[src/hdl/ppu_pkg.sv]
// shared types, codes and helpers of the particle pool update block
`default_nettype none
package ppu_pkg;

  localparam logic [1:0] FUNC_SPAWN = 2'd0;
  localparam logic [1:0] FUNC_TICK  = 2'd1;
  localparam logic [1:0] FUNC_CLEAR = 2'd2;

  localparam int unsigned CFG_IDX_W  = 2;
  localparam int unsigned CFG_DATA_W = 16;
  localparam logic [CFG_IDX_W-1:0] CFG_GRAV_X = 2'd0;
  localparam logic [CFG_IDX_W-1:0] CFG_GRAV_Y = 2'd1;
  localparam logic [CFG_IDX_W-1:0] CFG_GRAV_Z = 2'd2;

  typedef enum logic [1:0] {
    CMD_SPAWN,
    CMD_TICK,
    CMD_CLEAR
  } cmd_e;

  typedef struct packed {
    cmd_e        cmd;
    logic [15:0] life;
    logic [47:0] pos;
    logic [47:0] vel;
    logic [47:0] acc;
    logic [31:0] angle_ends;
    logic [63:0] scale_ends;
    logic [63:0] color_ends;
  } cmd_t;

  // fields that a tick only reads
  typedef struct packed {
    logic [15:0] life;
    logic [63:0] color_ends;
    logic [63:0] scale_ends;
    logic [31:0] angle_ends;
    logic [47:0] acc;
  } stat_t;

  // fields that a tick rewrites
  typedef struct packed {
    logic [15:0] age;
    logic [47:0] vel;
    logic [47:0] pos;
  } dyn_t;

  typedef struct packed {
    logic [15:0] pos_x;
    logic [15:0] pos_y;
    logic [15:0] pos_z;
    logic [15:0] angle_now;
    logic [15:0] scale_now_x;
    logic [15:0] scale_now_y;
    logic [7:0]  red;
    logic [7:0]  green;
    logic [7:0]  blue;
    logic [7:0]  alpha;
  } res_t;

  function automatic logic [15:0] sat16(input logic signed [17:0] x);
    logic [15:0] r;
    if (x > 18'sd32767) begin
      r = 16'h7fff;
    end else if (x < -18'sd32768) begin
      r = 16'h8000;
    end else begin
      r = x[15:0];
    end
    return r;
  endfunction

endpackage
`default_nettype wire

[src/hdl/ppu_if.sv]
// request and result channel interfaces
`default_nettype none
interface ppu_req_if;
  logic               valid;
  logic               ready;
  logic [1:0]         func;
  logic [15:0]        life_frames;
  logic [47:0]        start_position;
  logic [47:0]        start_velocity;
  logic [47:0]        acceleration;
  logic signed [15:0] angle_from;
  logic signed [15:0] angle_to;
  logic [31:0]        start_scale;
  logic [31:0]        end_scale;
  logic [31:0]        start_color;
  logic [31:0]        end_color;
  modport source (output valid, func, life_frames, start_position, start_velocity,
                  acceleration, angle_from, angle_to, start_scale, end_scale,
                  start_color, end_color, input ready);
  modport sink (input valid, func, life_frames, start_position, start_velocity,
                acceleration, angle_from, angle_to, start_scale, end_scale,
                start_color, end_color, output ready);
endinterface

`default_nettype wire

[src/hdl/ppu_front.sv]
// request decode and two-entry command queue
`default_nettype none
module ppu_front (
  input  logic          clk_i,
  input  logic          rst_ni,
  ppu_req_if.sink       req_i,
  output ppu_pkg::cmd_t cmd_o,
  output logic          cmd_valid_o,
  input  logic          cmd_ready_i
);
  ppu_pkg::cmd_t  mem_q [2];
  logic           wr_ptr_q, rd_ptr_q;
  logic [1:0]     cnt_q;
  logic           known;
  ppu_pkg::cmd_e  op;
  ppu_pkg::cmd_t  item;
  logic           push, pop;

  always_comb begin
    known = 1'b1;
    op    = ppu_pkg::CMD_TICK;
    unique case (req_i.func)
      ppu_pkg::FUNC_SPAWN: op = ppu_pkg::CMD_SPAWN;
      ppu_pkg::FUNC_TICK:  op = ppu_pkg::CMD_TICK;
      ppu_pkg::FUNC_CLEAR: op = ppu_pkg::CMD_CLEAR;
      default:             known = 1'b0;
    endcase
  end

  always_comb begin
    item.cmd        = op;
    item.life       = req_i.life_frames;
    item.pos        = req_i.start_position;
    item.vel        = req_i.start_velocity;
    item.acc        = req_i.acceleration;
    item.angle_ends = {req_i.angle_to, req_i.angle_from};
    item.scale_ends = {req_i.end_scale, req_i.start_scale};
    item.color_ends = {req_i.end_color, req_i.start_color};
  end

  assign req_i.ready = (cnt_q != 2'd2);
  // unused codes are taken and dropped here
  assign push        = req_i.valid & req_i.ready & known;
  assign cmd_valid_o = (cnt_q != 2'd0);
  assign pop         = cmd_valid_o & cmd_ready_i;
  assign cmd_o       = mem_q[rd_ptr_q];

  always_ff @(posedge clk_i) begin
    if (push) begin
      mem_q[wr_ptr_q] <= item;
    end
  end

  always_ff @(posedge clk_i or negedge rst_ni) begin
    if (!rst_ni) begin
      wr_ptr_q <= 1'b0;
      rd_ptr_q <= 1'b0;
      cnt_q    <= 2'd0;
    end else begin
      if (push) begin
        wr_ptr_q <= ~wr_ptr_q;
      end
      if (pop) begin
        rd_ptr_q <= ~rd_ptr_q;
      end
      cnt_q <= 2'(cnt_q + {1'b0, push} - {1'b0, pop});
    end
  end
endmodule
`default_nettype wire

[src/flat_wrapper.sv]
// flat-port wrapper written by rule: the top's interface ports become plain ports
module ppu_front_flat 
  (clk_i, rst_ni, cmd_o, cmd_valid_o, cmd_ready_i, req_i_valid, req_i_func, req_i_life_frames, req_i_start_position, req_i_start_velocity, req_i_acceleration, req_i_angle_from, req_i_angle_to, req_i_start_scale, req_i_end_scale, req_i_start_color, req_i_end_color, req_i_ready);
  ppu_req_if req_i_i ();
  input  logic clk_i;
  input  logic rst_ni;
  output ppu_pkg::cmd_t cmd_o;
  output logic cmd_valid_o;
  input  logic cmd_ready_i;
  input wire logic [$bits(req_i_i.valid)-1:0] req_i_valid;
  input wire logic [$bits(req_i_i.func)-1:0] req_i_func;
  input wire logic [$bits(req_i_i.life_frames)-1:0] req_i_life_frames;
  input wire logic [$bits(req_i_i.start_position)-1:0] req_i_start_position;
  input wire logic [$bits(req_i_i.start_velocity)-1:0] req_i_start_velocity;
  input wire logic [$bits(req_i_i.acceleration)-1:0] req_i_acceleration;
  input wire logic [$bits(req_i_i.angle_from)-1:0] req_i_angle_from;
  input wire logic [$bits(req_i_i.angle_to)-1:0] req_i_angle_to;
  input wire logic [$bits(req_i_i.start_scale)-1:0] req_i_start_scale;
  input wire logic [$bits(req_i_i.end_scale)-1:0] req_i_end_scale;
  input wire logic [$bits(req_i_i.start_color)-1:0] req_i_start_color;
  input wire logic [$bits(req_i_i.end_color)-1:0] req_i_end_color;
  output wire logic [$bits(req_i_i.ready)-1:0] req_i_ready;
  assign req_i_i.valid = req_i_valid;
  assign req_i_i.func = req_i_func;
  assign req_i_i.life_frames = req_i_life_frames;
  assign req_i_i.start_position = req_i_start_position;
  assign req_i_i.start_velocity = req_i_start_velocity;
  assign req_i_i.acceleration = req_i_acceleration;
  assign req_i_i.angle_from = req_i_angle_from;
  assign req_i_i.angle_to = req_i_angle_to;
  assign req_i_i.start_scale = req_i_start_scale;
  assign req_i_i.end_scale = req_i_end_scale;
  assign req_i_i.start_color = req_i_start_color;
  assign req_i_i.end_color = req_i_end_color;
  assign req_i_ready = req_i_i.ready;
  ppu_front u_core (.clk_i(clk_i), .rst_ni(rst_ni), .req_i(req_i_i), .cmd_o(cmd_o), .cmd_valid_o(cmd_valid_o), .cmd_ready_i(cmd_ready_i));
endmodule
[config.mk]
export PLATFORM = sky130hd
export DESIGN_NAME = ppu_front_flat
export DESIGN_NICKNAME = d
export VERILOG_FILES = /design/src/hdl/ppu_pkg.sv /design/src/hdl/ppu_if.sv /design/src/hdl/ppu_front.sv /design/src/flat_wrapper.sv
export SDC_FILE = /design/constraint.sdc
export NUM_CORES = 1
export LEC_CHECK = 0
export ABC_AREA = 1
export BUFFER_PORTS_ARGS = -buffer_cell sky130_fd_sc_hd__buf_2
export CAP_MARGIN = 20
export CORE_ASPECT_RATIO = 0.6
export CORE_UTILIZATION = 35
export DETAILED_ROUTE_END_ITERATION = 10
export GPL_TIMING_DRIVEN = 0
export MAX_ROUTING_LAYER = met4
export PLACE_DENSITY = 0.66
export SLEW_MARGIN = 20
export SYNTH_ARGS = -nofsm -noshare
export SYNTH_HDL_FRONTEND = slang
export SYNTH_SLANG_ARGS = --single-unit
[constraint.sdc]
create_clock -name clk_i -period 46.1 [get_ports clk_i]
set_input_delay 4.61 -clock clk_i [delete_from_list [all_inputs] [get_ports clk_i]]
set_output_delay 4.61 -clock clk_i [all_outputs]
set_load 0.05 [all_outputs]
==> metrics.md <==
| Metric | Value |
|---|---|
| Yosys top cell area share | `81.4%` |
| Final period util | `15.7%` |
| Hpwl dp | `44700 um` |
| Largest area contributor in the netlist | `edfxtp_1` |
| Root Buffer | `clkbuf_16` |
| Buffer depth of the longest clock path | `3` |
| Register Area | `19400 um^2` |
| Distinct cells, synth | `14` |
| Hold_buf cts | `0` |
| Vias | `15.3k` |
| Gr busiest metal | `met2` |
| Mapped Cells | `1720` |
| Synthesis-stage register bit count | `648` |
| Crit Path Class | `flop to output pin` |
| CTS HTree Levels | `2` |
| Synth Area per Inst | `13.8 um^2` |
| Hold Slack | `596 ps` |
| Launching point of the worst reg2reg path | `u_core.cnt_q[0]` |
| Clk_lat worst skew | `620 ps` |
| Reg2Reg Setup Slack | `43180 ps` |
| Layout cells sized above 1 | `32.9%` |
| Design area | `30700 um^2` |
| Synthesis-to-layout area growth | `29.2%` |
| Post-CTS Resized | `0` |
| MaxCap Viol Count | `0` |
| Initial DRC count | `845` |
| Final min period | `7240 ps` |
| Setup TNS | `0 ps` |
| Reg-to-Reg End | `u_core.mem_q[0][205]` |
| Core Footprint | `66700 um^2` |
| First-pass GRT wire length | `90700 um` |
| Relative slew slack | `61.6%` |
| Rows | `73` |
| DRC | `0` |
| Met3 Resource Use GR | `4.56%` |
| Layout Utilization | `46.1%` |
| Power, Total | `2.36 mW` |
| Primary FF master, synth | `edfxtp_1` |
| Global Route met1 Usage | `21.6%` |
| Die area | `69000 um^2` |
| GRT Overall Usage | `17.7%` |
| Max Clk Rate | `138 MHz` |
| Ys Warns | `0` |
| RSZ-0062 raised after global routing | `no` |
| Die X | `338 um` |
| Filler instances | `5908` |
| CP arrival | `2630 ps` |
| Syn nets | `2047` |
| Startpoint Class | `flop` |
| Number of flops mapped to enable cells by yosys | `644` |
| WHS Endpoint | `u_core.wr_ptr_q` |
| I/O pins | `650` |
| Slew Viols, Final | `0` |
| Multi-input gate area | `3750 um^2` |
| Register area share after synthesis | `81.8%` |
| Post-Route WL | `60700 um` |
| Starting Density | `35.6%` |
| Initial antenna violation count | `17` |
| Static Leak | `13.1 nW` |
| Vias in the first global route | `15.6k` |
| Placed Area | `28800 um^2` |
| Crit end category | `output pin` |
| IO Port Bufs | `649` |
| Ranking of synthesized cells by area | `edfxtp_1, nand2_1, buf_6` |
| Clock transition at path regs | `60 ps` |
| Max Fanout on Critical Path | `12` |
| Met2 usage | `29.1%` |
| Ys async rst share | `0.617%` |
| NumNets Final | `2785` |
| Final hold viol count | `0` |
| Post CTS Setup Buffer Count | `0` |
| Die height | `204 um` |
| Overflow after GRT | `0` |
| 1st-pass router iterations | `5` |
| Hold_sp | `u_core.wr_ptr_q` |
| Worst-Margin Slew | `575 ps` |
| Count leader, synth | `nand2_1` |
| DR WL/cell | `17.7 um` |
| Reg2Reg Depth | `11` |
| Critical Path RT | `41490 ps` |
| # setup viols final | `0` |
| Clock Skew | `17.3 ps` |
| Commonest cells in the netlist | `nand2_1, edfxtp_1, buf_2` |
| Clock sink count | `648` |
| Largest net degree at the start of global routing | `29` |
| Hold Path Depth | `2` |
| Antenna-violating nets left | `0` |
| Gpl congestion | `0.892` |
| TritonCTS clock tree | `built` |
| Outcome | `finished clean` |
| Vias per inst | `4.46` |
| CTS Buf Count | `58` |
| Max IR drop VDD | `0.0000513 V` |
| Hold crit path type | `flop to flop` |
| Netlist Area Pre-Place | `23800 um^2` |
| Pwr dens | `76.9 nW/um^2` |
==> worst max-delay path, stage by stage, from the launching register on <==
cell and delay, ps:
dfrtp_1 320, buf_4 190, buf_4 260, buf_2 440, nand2_1 90, nand2_1 340, buf_2 340
==> final cells by class <==
type	instances	share of cell area [%]
antenna	19	0.155
buffer	72	1.80
clock buffer	66	4.82
clock inverter	40	1.17
inverter	9	0.118
multi-input combinational	991	12.2
sequential	648	63.3
tap	900	3.67
timing repair buffer	678	12.8
==> logic make-up after synthesis <==
logic type,synth area share [%]
XOR/XNOR,0.0369
flip-flops,81.8
adder cells (fa/ha/maj),0.0526
AND/OR/NAND/NOR,15.6
buffers and inverters,2.48
==> power by group <==
part	total [mW]	internal [mW]	switching, mW
Combinational	1.10	0.233	0.865
Clock	0.476	0.264	0.212
Sequential	0.787	0.765	0.0221
==> layout by cell type, fill, tap and decap left out, types with 6 or more instances in the layout <==
cell	Yosys	final
nand2_1	979	979
buf_2	34	683
edfxtp_1	644	644
clkbuf_16	0	58
buf_6	30	30
clkinv_1	0	22
diode_2	0	19
buf_12	0	17
clkbuf_1	4	12
buf_16	0	12
inv_1	8	8
bufinv_16	0	6
==> flip-flops by register name, summed over array words and instances (netlist names) <==
signal	count
u_core.wr_ptr_q	1
u_core.rd_ptr_q	1
u_core.mem_q	644
u_core.cnt_q	2
==> layer usage <==
metal / vias to the layer above / wire length, um
met2: 486 / 30300
met5: - / 0
met3: 94 / 4170
li1: 7342 / -
met4: 0 / 1180
met1: 7361 / 25100
==> worst max-delay path by stage <==
stage               startpoint              endpoint  depth (start not counted)
6_report       u_core.rd_ptr_q            cmd_o[234]                          6
5_1_grt        u_core.rd_ptr_q            cmd_o[234]                          6
4_1_cts        u_core.rd_ptr_q            cmd_o[234]                          6
2_1_floorplan    req_i_func[1]    u_core.mem_q[1][0]                          3
3_5_place_dp     req_i_func[1]  u_core.mem_q[0][202]                         11
3_3_place_gp     req_i_func[0]  u_core.mem_q[1][195]                          4
==> metrics by stage <==
stage | worst slack [ps] | instances
after floorplan | 26870 | 1720
after global placement | 19630 | 3269
final | 38860 | 3423
after CTS | 38690 | 3404
after detailed placement | 38830 | 3298
after global routing | 38660 | 3419
Note: power is estimated with default switching activity, not from simulation.
